[src/rtl/hbs_pkg.sv]
// Shared types and constants for the height map bilinear sampler.
// No dependencies; every other file in rtl/ imports this package.
`timescale 1ns / 1ps

package hbs_pkg;

    // Store geometry and register reset values
    localparam int HBS_MAP_DIM       = 256;
    localparam int CELL_SIZE_RST     = 150;
    localparam int HEIGHT_SCALE_RST  = 7680;
    localparam int MAP_DIM_RST       = 256;

    // Divider: the coordinate in Q24.8 shifted up by 8, non-negative part only
    localparam int DIV_NUM_W         = 39;
    localparam int DIV_CNT_W         = 6;

    // Register widths
    localparam int CELL_W            = 16;
    localparam int SCALE_W           = 24;
    localparam int DIMREG_W          = 9;
    localparam int CFG_DATA_W        = 24;
    localparam int CFG_ADDR_W        = 2;

    // Multiply-accumulate widths
    localparam int MAC_A_W           = 40;
    localparam int MAC_B_W           = 17;
    localparam int MAC_ACC_W         = 64;

    // Command codes
    localparam logic CMD_LOAD  = 1'b0;
    localparam logic CMD_QUERY = 1'b1;

    // Register indexes
    localparam logic [CFG_ADDR_W-1:0] CFG_CELL_SIZE    = 2'd0;
    localparam logic [CFG_ADDR_W-1:0] CFG_HEIGHT_SCALE = 2'd1;
    localparam logic [CFG_ADDR_W-1:0] CFG_MAP_WIDTH    = 2'd2;
    localparam logic [CFG_ADDR_W-1:0] CFG_MAP_HEIGHT   = 2'd3;

    // Control of the shared multiply-accumulate unit
    typedef struct packed {
        logic en;     // update the accumulator
        logic add;    // add the product to the accumulator, else load it
        logic shl12;  // shift the product left by 12 before use
    } t_mac_ctl;

endpackage

[src/rtl/hbs_mac.sv]
// Shared multiply-accumulate unit for the bilinear blend and height scaling.
// Depends on hbs_pkg for t_mac_ctl and the operand widths.
`timescale 1ns / 1ps

module hbs_mac import hbs_pkg::*; (
    input  logic                  i_clk,
    input  t_mac_ctl              i_ctl,
    input  logic [MAC_A_W-1:0]    i_a,
    input  logic [MAC_B_W-1:0]    i_b,
    output logic [MAC_ACC_W-1:0]  o_acc
);

    logic [MAC_A_W+MAC_B_W-1:0] prod;
    logic [MAC_ACC_W-1:0]       prod_sh;
    logic [MAC_ACC_W-1:0]       r_acc;

    // Form the product, optionally weighted by 2^12
    always_comb begin
        prod = i_a * i_b;
        if (i_ctl.shl12) begin
            prod_sh = MAC_ACC_W'(prod) << 12;
        end else begin
            prod_sh = MAC_ACC_W'(prod);
        end
    end

    // Load or accumulate
    always_ff @(posedge i_clk) begin
        if (i_ctl.en) begin
            r_acc <= i_ctl.add ? (r_acc + prod_sh) : prod_sh;
        end
    end

    assign o_acc = r_acc;

endmodule
[config.mk]
export PLATFORM = sky130hd
export DESIGN_NAME = hbs_mac
export DESIGN_NICKNAME = d
export VERILOG_FILES = /design/src/rtl/hbs_pkg.sv /design/src/rtl/hbs_mac.sv
export SDC_FILE = /design/constraint.sdc
export NUM_CORES = 2
export LEC_CHECK = 0
export ABC_AREA = 1
export BUFFER_PORTS_ARGS = -buffer_cell sky130_fd_sc_hd__clkbuf_2
export CORE_ASPECT_RATIO = 2
export CORE_UTILIZATION = 35
export CTS_BUF_LIST = sky130_fd_sc_hd__clkbuf_4 sky130_fd_sc_hd__clkbuf_8
export CTS_CLUSTER_DIAMETER = 50
export DETAILED_ROUTE_END_ITERATION = 6
export HOLD_SLACK_MARGIN = 0.02
export SKIP_LAST_GASP = 1
export SLEW_MARGIN = 20
export SYNTH_ARGS = -nofsm -noshare
export SYNTH_HDL_FRONTEND = slang
export SYNTH_SLANG_ARGS = --single-unit
[constraint.sdc]
create_clock -name i_clk -period 19.6 [get_ports i_clk]
set_clock_uncertainty 0.15 [all_clocks]
set_input_delay 0.98 -clock i_clk [delete_from_list [all_inputs] [get_ports i_clk]]
set_output_delay 0.98 -clock i_clk [all_outputs]
set_load 0.005 [all_outputs]
# == Yosys cells after proc, flatten, opt, wreduce, memory -nomap -nowiden ==
# Index checks and enable logic that the tools add are counted.
# classes
mul,1
addsub,1
muxes,2
# ops
op,n
$mux 64,2
$add 64x64->64,1
$mul 40x17->57,1
# totals
in_bits,61
word_cells,5
output_inout_bits,64
reg_bits,64

# == Depth between registers and ports, before layout ==
# logic_depth
word_depth,4
depth_mapped,45
depth_no_buf,44

# == Worst setup path before layout ==
# OpenSTA, ideal clock, no wires.
# synth_timing
path_kind,input to register
startpoint,input port i_a[36]
endpoint,"register r_acc[61], in the netlist o_acc[61] (data pin)"
path_slack_ns,11.718
required_time_ns,19.197
t_arrival_ns,7.480
setup_time_ns,0.253
path_stages,39
cell_sequence,clkbuf_1 > clkbuf_1 > nand2_1 > fa_1 > inv_1 > fa_1 > inv_1 > fa_1 > inv_1 > fa_1 > fa_1 > inv_1 > fa_1 > inv_1 > ha_1 > nand2_1 > inv_2 > nand2_1 > [3 not listed] > nand2_1 > nand3_1 > nand2_1 > nand2_1 > nand2_1 > and2_1 > ha_1 > nand2_1 > nor2_1 > inv_1 > nor2_1 > inv_1 > nor4_1 > nand2_1 > nand2_1 > nand2_1 > nand3_1 > nand2_1
# synth_between
elab_chain_len,4
# synth_lines
element,line,text
start: declaration,hbs_mac.sv:8,"input logic [MAC_A_W-1:0] i_a,"
$mul 40x17->57 *,hbs_mac.sv:19,prod = i_a * i_b;
$mux 64 *,hbs_mac.sv:20,if (i_ctl.shl12) begin
$add 64x64->64,hbs_mac.sv:30,r_acc <= i_ctl.add ? (r_acc + prod_sh) : prod_sh;
$mux 64 *,hbs_mac.sv:30,
end signal: assignment,hbs_mac.sv:30,
end: declaration,hbs_mac.sv:15,logic [MAC_ACC_W-1:0] r_acc;
# Every way passes the cells marked *; elsewhere a longest branch is shown, timed or not.
# A chain may end at the register's enable or synchronous reset.

# == Worst setup path after layout ==
# layout_timing
startpoint,input port i_b[8]
endpoint,"register r_acc[59], in the netlist o_acc[59] (data pin)"
# layout_between
elab_chain_len,4
# layout_lines
element,line,text
start: declaration,hbs_mac.sv:9,"input logic [MAC_B_W-1:0] i_b,"
$mul 40x17->57 *,hbs_mac.sv:19,
$mux 64 *,hbs_mac.sv:20,
$add 64x64->64,hbs_mac.sv:30,
$mux 64 *,hbs_mac.sv:30,
# Marked as above.

==> impl_metrics.ini <==
[final_layout]
syn2layout_area_growth_pct = 5.49
register_area_um2 = 1920
fillers = 10110
drive_gt1_frac = 0.0534
layout_commonest_cell = nand2_1
multi_input_area_um2 = 24600
fin_util = 0.373
final_cells = 6025
final_cell_mix = nand2_1, inv_1, fa_1, nand3_1, ha_1
largest_reg_flops = 64
nets = 5659

[grt]
grt_pass1_vias = 31859
grt_pass1_wl_um = 185000
overflow = 0
grt_max_degree = 81
track_usage = 0.267
grt_antenna_before_repair = 3

[critical_path]
cp-start-kind = input port
critPathMostFrequentCell = nand2_1
cp-end-kind = flip-flop
cpPeakStageDelay_ns = 0.87
critPathKind = input port to flip-flop
cp_data_arrival_time_ns = 10.32
slowest_stage = nor4_1
critPathMaxFanout = 40
crit_required_ns = 19.62

[sta]
holdWs_ns = 0.569
min_period_ns = 10.30
drv_slew = 0
hold_viol_final = 0
fin_crit_sh = 0.526
tightest_slew_ns = 1.14
rsz0062_at_grt = no
fmax_mhz = 97.1
max_slew_margin = 0.240
finalSetupViolCount = 0
setup_tns_ns = 0

[logic_synthesis]
synth_edf_count = 64
ys_ff_latch = 64
synth_nets = 5677
synthFlopType = edfxtp_1
synth_largest_area_cell = fa_1
seq_area_frac_synth = 0.0594
yosys_warnings = 0
syn_inst = 4845
synth_area_leaders = fa_1, nand2_1, inv_1
syn_avg_cell_area_um2 = 6.67
synth_cell_types = 44
syn_area_um2 = 32300
synth_top_area_share = 0.353
synthArstFlopShare = 0

[routing]
drt-initial-drc-count = 1662
drt_wl_total_um = 122000
dr_total_vias = 29659
wl_per_cell_um = 20.2
via_per_inst = 4.92
ant_nets = 0
drtPass1Iterations = 5
route.detailed.drc = 0

[clock_network]
cts_tree = done
ctsResizeCount = 0
clock_latency_ns = 0.43
postCtsSetupRepairBufs = 0
cts_max_level = 3
cts_root_buf = clkbuf_8
cts_made_buffers = 9
ctsHoldBuffers = 0
clk_pin_slew_ns = 0.08
cts_buffer_depth = 2
cts_sinks = 64

[run]
max_cap_violations = 0

[floorplanning]
rows = 157
initial_core_util = 0.353
dieArea_um2 = 93700
fp.dieW_um = 217
fp.coreArea_um2 = 91500
io_pins = 125
die_h_um = 432

[placement]
placement.io_buffers = 124
dp.cells = 6008
dp_hpwl_um = 99300
routabilityCongestion = 1.06

[run_status]
run_status = finished clean

[worst_hold_path]
min_path_type = flip-flop to flip-flop
[metrics by stage]
step | setup slack, ns | area (um^2)
after floorplan | 11.72 | 32300
final | 9.30 | 34100
after global routing | 9.19 | 34100
after global placement | 9.19 | 33900
after CTS | 9.61 | 34100
after detailed placement | 9.23 | 33900
[metal layers]
metal / up-vias / share of wire / global-route usage
li1: 13835 / - / -
met1: 14443 / 0.33 / 0.262
met2: 968 / 0.54 / 0.506
met3: 409 / 0.046 / 0.0320
met4: 4 / 0.086 / 0.198
met5: - / 0.00019 / 0
[worst paths after layout]
| path | startpoint | end | slack [ns] | cells after the start |
|---|---|---|---|---|
| max | i_b[8] | o_acc[59] | 9.30 | 32 |
| min | o_acc[0] | o_acc[0] | 0.57 | 3 |
| max reg2reg | o_acc[51] | o_acc[59] | 16.15 | 10 |
| min reg2reg | o_acc[0] | o_acc[0] | 0.57 | 3 |
[cells in the mapped netlist (13+ instances only)]
| cell type | number |
|---|---|
| nor2_2 | 28 |
| xnor2_1 | 27 |
| edfxtp_1 | 64 |
| nor2_1 | 186 |
| nand3b_1 | 20 |
| a21oi_1 | 117 |
| o21ai_0 | 58 |
| nand3_1 | 204 |
| ha_1 | 201 |
| xor2_1 | 17 |
| nand2_1 | 1603 |
| o21ai_1 | 13 |
| clkbuf_1 | 161 |
| fa_1 | 570 |
| nor3_1 | 17 |
| nand4_1 | 25 |
| nand2_2 | 26 |
| inv_1 | 1376 |
| o21bai_1 | 17 |
| and2_1 | 31 |
[critical path: cells and delay by family]
kind | cells | cell delay, ns
AND/OR/NAND/NOR | 19 | 4.22
adder cells (fa/ha/maj) | 8 | 3.99
buffers and inverters | 5 | 1.08
[logic make-up after synthesis]
kind of cell / Yosys count / share of synthesized area
simple gates: 2178 / 0.277
buf+inv: 1557 / 0.181
fa+ha+maj: 771 / 0.431
compound gates: 231 / 0.0398
flops: 64 / 0.0594
xor+xnor: 44 / 0.0119
[cell type report]
cell class	count	area share
flip-flops and latches	64	0.0563
clock inverters	6	0.00106
diodes	1	0.0000734
multi-input cells	3224	0.720
well taps	1192	0.0437
clock buffers	10	0.00385
repair buffers	144	0.0226
inverters	1384	0.152
Power is left out: the tool's default activity adds up to more than one toggle a clock period on the data nets, which glitch-free logic cannot reach.
