### config.mk
export PLATFORM = sky130hd
export DESIGN_NAME = hbs_divider
export DESIGN_NICKNAME = d
export VERILOG_FILES = /design/src/rtl/hbs_pkg.sv /design/src/rtl/hbs_divider.sv
export SDC_FILE = /design/constraint.sdc
export NUM_CORES = 1
export LEC_CHECK = 0
export ABC_CLOCK_PERIOD_IN_PS = 3100
export BUFFER_PORTS_ARGS = -buffer_cell sky130_fd_sc_hd__buf_2
export CORE_MARGIN = 10
export CORE_UTILIZATION = 49
export DETAILED_ROUTE_END_ITERATION = 10
export PLACE_DENSITY = 0.77
export SKIP_CTS_REPAIR_TIMING = 1
export SYNTH_ARGS = -nofsm -noshare
export SYNTH_HDL_FRONTEND = slang
export SYNTH_SLANG_ARGS = --single-unit
### constraint.sdc
create_clock -name i_clk -period 3.1 [get_ports i_clk]
set_input_delay 0.775 -clock i_clk [delete_from_list [all_inputs] [get_ports i_clk]]
set_output_delay 0.775 -clock i_clk [all_outputs]
set_load 0.02 [all_outputs]
### src/rtl/hbs_pkg.sv
// Shared types and constants for the height map bilinear sampler.
// No dependencies; every other file in rtl/ imports this package.
`timescale 1ns / 1ps

package hbs_pkg;

    // Store geometry and register reset values
    localparam int HBS_MAP_DIM       = 256;
    localparam int CELL_SIZE_RST     = 150;
    localparam int HEIGHT_SCALE_RST  = 7680;
    localparam int MAP_DIM_RST       = 256;

    // Divider: the coordinate in Q24.8 shifted up by 8, non-negative part only
    localparam int DIV_NUM_W         = 39;
    localparam int DIV_CNT_W         = 6;

    // Register widths
    localparam int CELL_W            = 16;
    localparam int SCALE_W           = 24;
    localparam int DIMREG_W          = 9;
    localparam int CFG_DATA_W        = 24;
    localparam int CFG_ADDR_W        = 2;

    // Multiply-accumulate widths
    localparam int MAC_A_W           = 40;
    localparam int MAC_B_W           = 17;
    localparam int MAC_ACC_W         = 64;

    // Command codes
    localparam logic CMD_LOAD  = 1'b0;
    localparam logic CMD_QUERY = 1'b1;

    // Register indexes
    localparam logic [CFG_ADDR_W-1:0] CFG_CELL_SIZE    = 2'd0;
    localparam logic [CFG_ADDR_W-1:0] CFG_HEIGHT_SCALE = 2'd1;
    localparam logic [CFG_ADDR_W-1:0] CFG_MAP_WIDTH    = 2'd2;
    localparam logic [CFG_ADDR_W-1:0] CFG_MAP_HEIGHT   = 2'd3;

    // Control of the shared multiply-accumulate unit
    typedef struct packed {
        logic en;     // update the accumulator
        logic add;    // add the product to the accumulator, else load it
        logic shl12;  // shift the product left by 12 before use
    } t_mac_ctl;

endpackage

### src/rtl/hbs_divider.sv
// Dual bit-serial restoring divider: x and y quotients by one shared divisor.
// Depends on hbs_pkg for the dividend and counter widths.
`timescale 1ns / 1ps

module hbs_divider import hbs_pkg::*; (
    input  logic                  i_clk,
    input  logic                  i_rst_n,
    input  logic                  i_start,
    input  logic [DIV_NUM_W-1:0]  i_num_x,
    input  logic [DIV_NUM_W-1:0]  i_num_y,
    input  logic [CELL_W-1:0]     i_den,
    output logic                  o_done,
    output logic [DIV_NUM_W-1:0]  o_quo_x,
    output logic [DIV_NUM_W-1:0]  o_quo_y
);

    localparam logic [DIV_CNT_W-1:0] LAST_STEP = DIV_CNT_W'(DIV_NUM_W - 1);

    logic                  r_busy;
    logic                  r_done;
    logic [DIV_CNT_W-1:0]  r_cnt;
    logic [CELL_W-1:0]     r_den;
    logic [CELL_W-1:0]     r_rem_x;
    logic [CELL_W-1:0]     r_rem_y;
    logic [DIV_NUM_W-1:0]  r_quo_x;
    logic [DIV_NUM_W-1:0]  r_quo_y;
    logic [CELL_W-1:0]     n_rem_x;
    logic [CELL_W-1:0]     n_rem_y;
    logic                  n_bit_x;
    logic                  n_bit_y;

    // One restoring step: shift in the next dividend bit, subtract if it fits
    function automatic logic [CELL_W:0] div_step(input logic [CELL_W-1:0] rem,
                                                 input logic              nbit,
                                                 input logic [CELL_W-1:0] den);
        logic [CELL_W:0] sh;
        logic [CELL_W:0] dif;
        sh  = {rem, nbit};
        dif = sh - {1'b0, den};
        if (sh >= {1'b0, den}) begin
            div_step = {1'b1, dif[CELL_W-1:0]};
        end else begin
            div_step = {1'b0, sh[CELL_W-1:0]};
        end
    endfunction

    always_comb begin
        {n_bit_x, n_rem_x} = div_step(r_rem_x, r_quo_x[DIV_NUM_W-1], r_den);
        {n_bit_y, n_rem_y} = div_step(r_rem_y, r_quo_y[DIV_NUM_W-1], r_den);
    end

    // Control: count one quotient bit per cycle
    always_ff @(posedge i_clk) begin
        if (!i_rst_n) begin
            r_busy <= 1'b0;
            r_done <= 1'b0;
            r_cnt  <= '0;
        end else begin
            r_done <= 1'b0;
            if (i_start && !r_busy) begin
                r_busy <= 1'b1;
                r_cnt  <= '0;
            end else if (r_busy) begin
                r_cnt <= r_cnt + 1'b1;
                if (r_cnt == LAST_STEP) begin
                    r_busy <= 1'b0;
                    r_done <= 1'b1;
                end
            end
        end
    end

    // Datapath: dividend bits shift out as quotient bits shift in
    always_ff @(posedge i_clk) begin
        if (i_start && !r_busy) begin
            r_den   <= i_den;
            r_rem_x <= '0;
            r_rem_y <= '0;
            r_quo_x <= i_num_x;
            r_quo_y <= i_num_y;
        end else if (r_busy) begin
            r_rem_x <= n_rem_x;
            r_rem_y <= n_rem_y;
            r_quo_x <= {r_quo_x[DIV_NUM_W-2:0], n_bit_x};
            r_quo_y <= {r_quo_y[DIV_NUM_W-2:0], n_bit_y};
        end
    end

    assign o_done  = r_done;
    assign o_quo_x = r_quo_x;
    assign o_quo_y = r_quo_y;

endmodule

# == Yosys cells after proc, flatten, opt, wreduce, memory -nomap -nowiden ==
# Index checks and enable logic that the tools add are counted.
# word_totals
register_bits,134
in_bits,97
out_inout_bits,79
# op_classes
n_mux,10
n_addsub,3
bitwise_logic,2
order_cmp,2
n_eq_ne,1
n_reduce_logical,5
# ops
operator,count
$mux 39,4
$ge 17x16->1,2
$mux 17,2
$sub 16x16->16,2
$add 6x1->6 const B,1
$eq 6x6->1 const B,1
$mux 1,4
$reduce_or 3->1,1
$not 1->1,2
$reduce_bool 2->1,1
$reduce_or 2->1,1
$logic_and 1x1->1,1
$logic_not 1->1,1

# == Longest topological paths before layout ==
# Gate-level depths: netlist (run 1).
# depth
depth_word,4
ltp_mapped,11
depth_no_buf,11

# == Worst setup path before layout (run 1) ==
# OpenSTA, ideal clock, no wires.
# synth_path
kind,input-to-reg
startpoint,input port i_start
endpoint,"register r_quo_x[0], in the netlist o_quo_x[0] (enable)"
stages,3
required_time_ns,2.666
t_arrival_ns,2.585
path_slack_ns,0.082
cell_sequence,nor2_1 clkbuf_1 inv_1
# synth_via
elab_chain_cells,2
# synth_rtl
item,line,source
from (decl),hbs_divider.sv:8,"input logic i_start,"
$logic_and 1x1->1,hbs_divider.sv:75,if (i_start && !r_busy) begin
$reduce_bool 2->1 (no source line),n/a,
to (signal assigned),hbs_divider.sv:79,r_quo_x <= i_num_x;
to (signal assigned),hbs_divider.sv:84,"r_quo_x <= {r_quo_x[DIV_NUM_W-2:0], n_bit_x};"
to (decl),hbs_divider.sv:25,logic [DIV_NUM_W-1:0] r_quo_x;
# Every way passes these cells.
# A chain may end at the register's enable or synchronous reset.

# == Worst setup path after layout (run 1) ==
# layout_path
startpoint,register r_den[1]
endpoint,register r_rem_y[14]
# layout_via
elab_chain_cells,2
elab_cells_between_ends,3
# layout_rtl
item,line,source
from (decl),hbs_divider.sv:22,logic [CELL_W-1:0] r_den;
from (signal assigned),hbs_divider.sv:76,r_den <= i_den;
$sub 16x16->16 or $ge 17x16->1 (tied branches),"hbs_divider.sv:39, hbs_divider.sv:40",
$mux 17 *,hbs_divider.sv:40,"if (sh >= {1'b0, den}) begin"
to (signal assigned),hbs_divider.sv:83,r_rem_y <= n_rem_y;
to (decl),hbs_divider.sv:24,logic [CELL_W-1:0] r_rem_y;
# Mark *: on every way between the ends. The rest lies on a longest branch, timed or not.

==> results of run 1 <==
[worst paths after layout]
path,start,slack [ps],depth (start not counted),to
setup reg to reg,r_den[1],380,10,r_rem_y[14]
hold reg to reg,r_rem_y[15],470,2,r_rem_y[15]
setup / recovery,r_den[1],380,10,r_rem_y[14]
hold / removal,r_rem_y[15],470,2,r_rem_y[15]
[synthesized netlist by cell type (4+ instances only)]
cell type  instances
a21o_1             7
o21a_1             6
o31ai_1            4
mux2_2            77
nor2_1            29
a211oi_1           6
xnor2_1           13
a32oi_1            6
nand2b_1           5
dfxtp_1           40
nor2b_1            4
clkbuf_1          16
inv_1             32
o21ai_1           16
nor3_1            12
nand2_1           43
edfxtp_1          94
mux2i_1           17
o311ai_0           5
nand4_1            7
a21oi_1           17
o21ai_0           20
nand3_1           11
xor2_1            13
ha_1              34
[cells by family after synthesis]
family                     share of synthesized area
AOI/OAI and AO/OA                             0.1255
xor gates and xnor gates                     0.03249
adders and majority gates                    0.06641
buffers and inverters                        0.03070
DFF                                           0.5170
muxes                                         0.1480
and+or+nand+nor                              0.07997
[state kept, by name (all words and copies together) (netlist names)]
register  cells
o_done        1
o_quo_x      39
o_quo_y      39
r_busy        1
r_cnt         6
r_den        16
r_rem_x      16
r_rem_y      16
[critical path: cells and delay by family, from the launching register on]
| kind | cells | cell delay [ps] |
|---|---|---|
| compound gates | 5 | 1200 |
| simple gates | 2 | 320 |
| flops | 1 | 380 |
| fa+ha+maj | 1 | 330 |
| buf+inv | 2 | 400 |
[routing by layer]
layer	routed length [um]	vias up	share of wire
met5	7	-	0.00037
met4	325	2	0.017
met3	1913	29	0.10
met2	8796	199	0.47
met1	7638	2561	0.41
li1	-	2603	-
[cell type report]
| cell class | count | area (sq um) |
|---|---|---|
| Fill cell | 1060 | 5166 |
| Sequential cell | 134 | 3623 |
| Multi-Input combinational cell | 401 | 3178 |
| Timing Repair Buffer | 187 | 991.0 |
| Clock buffer | 18 | 439.2 |
| Tap cell | 180 | 225.2 |
| Clock inverter | 14 | 185.2 |
| Inverter | 33 | 123.9 |
| Antenna cell | 1 | 2.502 |
[stage by stage]
stage	std cells	util	worst slack [ps]
after detailed placement	935	0.5843	395.9
after global routing	967	0.6291	71.90
final	968	0.6293	377.1
after floorplan	588	-	81.57
after global placement	935	0.5843	470.9
after CTS	967	0.6291	385.1
[power groups by stage]
stage	clock network [uW]	registers, uW	logic (uW)
2_1_floorplan	0	2390	373
3_3_place_gp	0	2230	823
3_5_place_dp	0	2230	841
4_1_cts	2160	2200	845
5_1_grt	2240	2220	912
6_report	2130	2200	839
==> results.toml, run 1 <==
[logic_synthesis]
syn_area_sq_um = 7009
syn_avg_cell_area_sq_um = 11.92
syn-num-nets = 721
synth_top_area_share = 0.4027
synth_edf_count = 94
synth.largest_area_cell = "edfxtp_1"
syn_inst = 588
synth.area.top_cells = "edfxtp_1 (40%), mux2_2 (12%), dfxtp_1 (11%)"
async_reset_ff_frac = 0
yosys_warnings = 0
seq_area_frac_synth = 0.5170
synth-seq-cells = 134
netlist-cell-type-count = 61
synth_ff_type = "edfxtp_1"

[detailed_routing]
drc = 0
wl_um = 18680
viasPerCell = 5.572
postRouteAntennaNets = 0
routedWlPerCell_um = 19.30
firstDrtPassIters = 5
vias = 5394
drt-initial-drc-count = 277

[pwr]
comb_power_share = 0.162
vdd_drop_max_v = 0.0004612
finalPower_uw = 5170
p_clk_frac = 0.412
seqPwrFrac = 0.425
power_density_nw_per_um2 = 589.6
switchingPower_uw = 1403
switching_share = 0.2714
p_leak_uw = 0.003703
p_int_uw = 3767

[grt]
grt_use_met3 = 0.09255
overflow = 0
antenna_found_initial = 2
busiest_layer = "met2"
use_met2 = 0.2991
grt_pass1_wl_um = 29840
met1_usage = 0.2234
grt_usage = 0.1905
first_global_vias = 5545
grt_max_degree = 48

[place]
io_buffers = 175
hpwl_um = 14020
placed_cell_area_sq_um = 8142
gp_congestion = 0.9118

[setup_path]
cpPeakStageDelay_ps = 430
path_max_fanout = 10
worstPathCellList = "inv_1 > ha_1 > nor2b_1 > o31a_1 > o31a_1 > nand2_1 > a41oi_2 > buf_4 > o21ai_0 > a31o_2"
worstPathArrival_ps = 3040
cp.required_ps = 3410
crit_top_cell = "o31a_1"
end_kind = "register"
crit_path_top_delay_cell = "a41oi_2"
crit_type = "register to register"
cp-start-kind = "register"

[timing]
setup_tns_ps = 0
skew_ps = 11.57
setup_viol_count_final = 0
hold_viol_final = 0
fin_crit_ps = 2723
max_slew_margin = 0.6299
timing.final.crit_share = 0.8783
rsz0062_at_grt = "no"
fmax_mhz = 367.3
worst_pin_slew_ps = 555.1
whs_ps = 474.1
finalMaxSlewViolations = 0

[floorplanning]
core_sq_um = 13930
start_util = 0.5030
io_pins = 176
die_w_um = 139.6
dieArea_sq_um = 19490
rows = 43
die_y_um = 139.6

[clock_tree]
tritoncts = "done"
htree_levels = 4
clock-sinks = 134
numCtsBuffers = 17
clock_insertion_delay_worst_skew_ps = 420
clk_path_buf_depth = 2
cts_root_buf = "clkbuf_16"
path_clk_slew_ps = 60

[layout]
most-common-layout-cells = "buf_2 (175), edfxtp_1 (94), mux2_2 (77), nand2_1 (43), dfxtp_1 (40)"
nets = 907
fin_area_sq_um = 8768
drive_gt1_frac = 0.3939
area_growth_pct = 25.10
final_common_cell = "buf_2"

[min_path]
worstHoldPathType = "register to register"

[status]
outcome = "finished clean"

[job]
cap_violations = 0
(Power assumes the default switching activity.)
==> run 2: changes to the inputs <==
ABC_AREA = 1   (was default)
CORE_UTILIZATION = 50   (was 49)
PLACE_DENSITY = 0.78   (was 0.77)
==> run 2 against run 1 <==
  * Worst setup slack improved by 460 ps
  * Routed wire length rose by 14%
  * Maximum frequency up 20%
  * First-iteration DRC count is 57% higher
  * Clock skew rose by 4.1 ps
  * Count of clock-buffer cells in the layout unchanged
  * Register-to-register slack improved by 460 ps
  * Clock power is 9.9% lower
  * Non-clock buffer count shrank 4
  * Area after synthesis up 11%
  * Largest power group is now combinational logic
  * Highest routed layer unchanged
==> results.toml, run 2 <==
[timing]
finalMaxSlewViolations = 0
finalWorstSetupSlack_ps = 838.7
fin_crit_ps = 2261
worst_pin_slew_ps = 1025
max_slew_margin = 0.3169
hold_viol_final = 0
setup_tns_ps = 0
setup_viol_count_final = 0
rsz0062_at_grt = "no"
fmax_mhz = 442.2
skew_ps = 15.64
timing.final.crit_share = 0.7294

[logic_synthesis]
syn_area_sq_um = 7769
yosysMostFrequentCell = "nand2_1"
syn_inst = 1004
synth.largest_area_cell = "edfxtp_1"
seq_area_frac_synth = 0.4664
synthTopCellsByCount = "nand2_1 (466), inv_1 (106), edfxtp_1 (94), nand3_1 (58)"
netlist-cell-type-count = 36
synth_edf_count = 94
synth_top_area_share = 0.3633
synth.area.top_cells = "edfxtp_1 (36%), nand2_1 (23%), dfxtp_1 (10%)"
syn-num-nets = 1137
async_reset_ff_frac = 0
synth-seq-cells = 134
synth_ff_type = "edfxtp_1"
yosys_warnings = 0
syn_avg_cell_area_sq_um = 7.738

[detailed_routing]
drt-met1-wl_um = 8779
wl_met3_um = 2261
viasPerCell = 5.062
routedWlPerCell_um = 15.41
postRouteAntennaNets = 0
drt-initial-drc-count = 435
firstDrtPassIters = 5
met2_length_um = 9785
drc = 0
vias = 6976
top_layer = "met5"
wl_um = 21230

[setup_path]
worstPathArrival_ps = 2580
path_max_fanout = 23
critical-path-top-delay-family = "simple AND/OR/NAND/NOR gates"
crit_type = "register to register"
critPathBufInv = 2
crit_path_top_delay_cell = "ha_1"
cp.required_ps = 3420
crit_top_cell = "nand2_1"
worstPathCellList = "inv_1 > ha_1 > nand2_1 > nor2_1 > nand4_1 > nand2_1 > nor2_1 > buf_4 > nand2_2 > o21ai_0 > nand3_1 > nand2_1"
end_kind = "register"
cp-start-kind = "register"
cpPeakStageDelay_ps = 360

[grt]
grt_max_degree = 93
grt_pass1_wl_um = 34220
first_global_vias = 6909
grt_usage = 0.2085
antenna_found_initial = 3
overflow = 0

[place]
hpwl_um = 16020
placed_cell_area_sq_um = 8792
io_buffers = 175
pre_cts_ws_ps = 837.7
gp_congestion = 0.9187

[pwr]
p_clk_frac = 0.257
p_int_uw = 4497
vdd_drop_max_v = 0.0005838
p_leak_uw = 0.004879
power_density_nw_per_um2 = 798.4
seqPwrFrac = 0.340
comb_power_share = 0.403
switching_share = 0.3975
switchingPower_uw = 2967

[layout]
fillCellCount = 1383
nets = 1309
fin_area_sq_um = 9349
drive_gt1_frac = 0.2138
area_growth_pct = 20.34
final_common_cell = "nand2_1"
most-common-layout-cells = "nand2_1 (466), buf_2 (175), inv_1 (105), edfxtp_1 (94), nand3_1 (58)"

[status]
outcome = "finished clean"

[min_path]
worstHoldPathType = "register to register"

[clock_tree]
htree_levels = 4
cts_root_buf = "clkbuf_16"
clock-sinks = 134
numCtsBuffers = 17
clock_insertion_delay_worst_skew_ps = 420
tritoncts = "done"
clk_path_buf_depth = 2
path_clk_slew_ps = 60

[floorplanning]
die_y_um = 144.7
io_pins = 176
start_util = 0.5110
rows = 45
core_sq_um = 15200
die_w_um = 144.7
dieArea_sq_um = 20920

[job]
cap_violations = 0
## run 2: changes by cell type in the layout (fill, tap and decap cells not counted), sizes merged, moves of 7 or more
cell and change:
a211oi -7, a21o -7, inv +76, mux2 -77
mux2i -17, nand2 +443, nand3 +54, nand3b +22
nor2 +16, o21ai -28, xor2 -8
## run 2: cells by family (layout without fill, tap and decap cells)
logic type               count (synthesis)  after routing  synth area share
AND/OR/NAND/NOR                        641            641            0.3556
buffers and inverters                  139            323           0.07473
AO/OA/AOI/OAI                           39             39           0.02641
adder cells (fa/ha/maj)                 36             36           0.05991
flip-flops                             134            134            0.4664
other                                    0              2                 0
XOR/XNOR                                15             15           0.01691
## run 2: worst paths after layout
| path | start | slack [ps] | depth (start not counted) | end |
|---|---|---|---|---|
| max | r_den[5] | 840 | 12 | r_rem_x[10] |
| min | r_rem_y[10] | 470 | 2 | r_rem_y[10] |
| max reg2reg | r_den[5] | 840 | 12 | r_rem_x[10] |
| min reg2reg | r_rem_y[10] | 470 | 2 | r_rem_y[10] |
## run 2: layer usage
metal,global-route usage,up-vias
met4,0.06862,4
met1,0.2503,3153
met5,0,-
met2,0.3295,247
li1,-,3543
met3,0.08996,29
## run 2: final cells by class
class / instances / area, sq um / share of cell area
clock buffers: 18 / 429.2 / 0.04590
diodes: 2 / 5.005 / 0.0005353
flip-flops and latches: 134 / 3623 / 0.3876
inverters: 109 / 410.4 / 0.04390
multi-input cells: 731 / 3575 / 0.3824
repair buffers: 183 / 948.4 / 0.1014
clock inverters: 13 / 122.6 / 0.01312
well taps: 188 / 235.2 / 0.02516
## run 2: worst min-delay path: cells and delay by family, from the launching register on
family | cells | cell delay, ps
flip-flops | 1 | 320
AND/OR/NAND/NOR | 2 | 120
## run 2: through the flow
step / std cells / utilization / power (uW) / hold slack (ps)
after floorplan: 1004 / - / 4864 / 442.8
after global placement: 1345 / 0.5784 / 5513 / 459.2
after detailed placement: 1345 / 0.5784 / 5558 / 462.6
after CTS: 1376 / 0.6147 / 7496 / 472.1
after global routing: 1376 / 0.6147 / 7996 / 491.3
final: 1378 / 0.6150 / 7465 / 474.7
## run 2: power by group through the flow
stage | sequential [uW] | clock [uW] | combinational, uW
final | 2540 | 1920 | 3010
after CTS | 2530 | 1950 | 3010
after detailed placement | 2560 | 0 | 3000
after floorplan | 2670 | 0 | 2190
after global placement | 2560 | 0 | 2950
after global routing | 2580 | 2020 | 3400
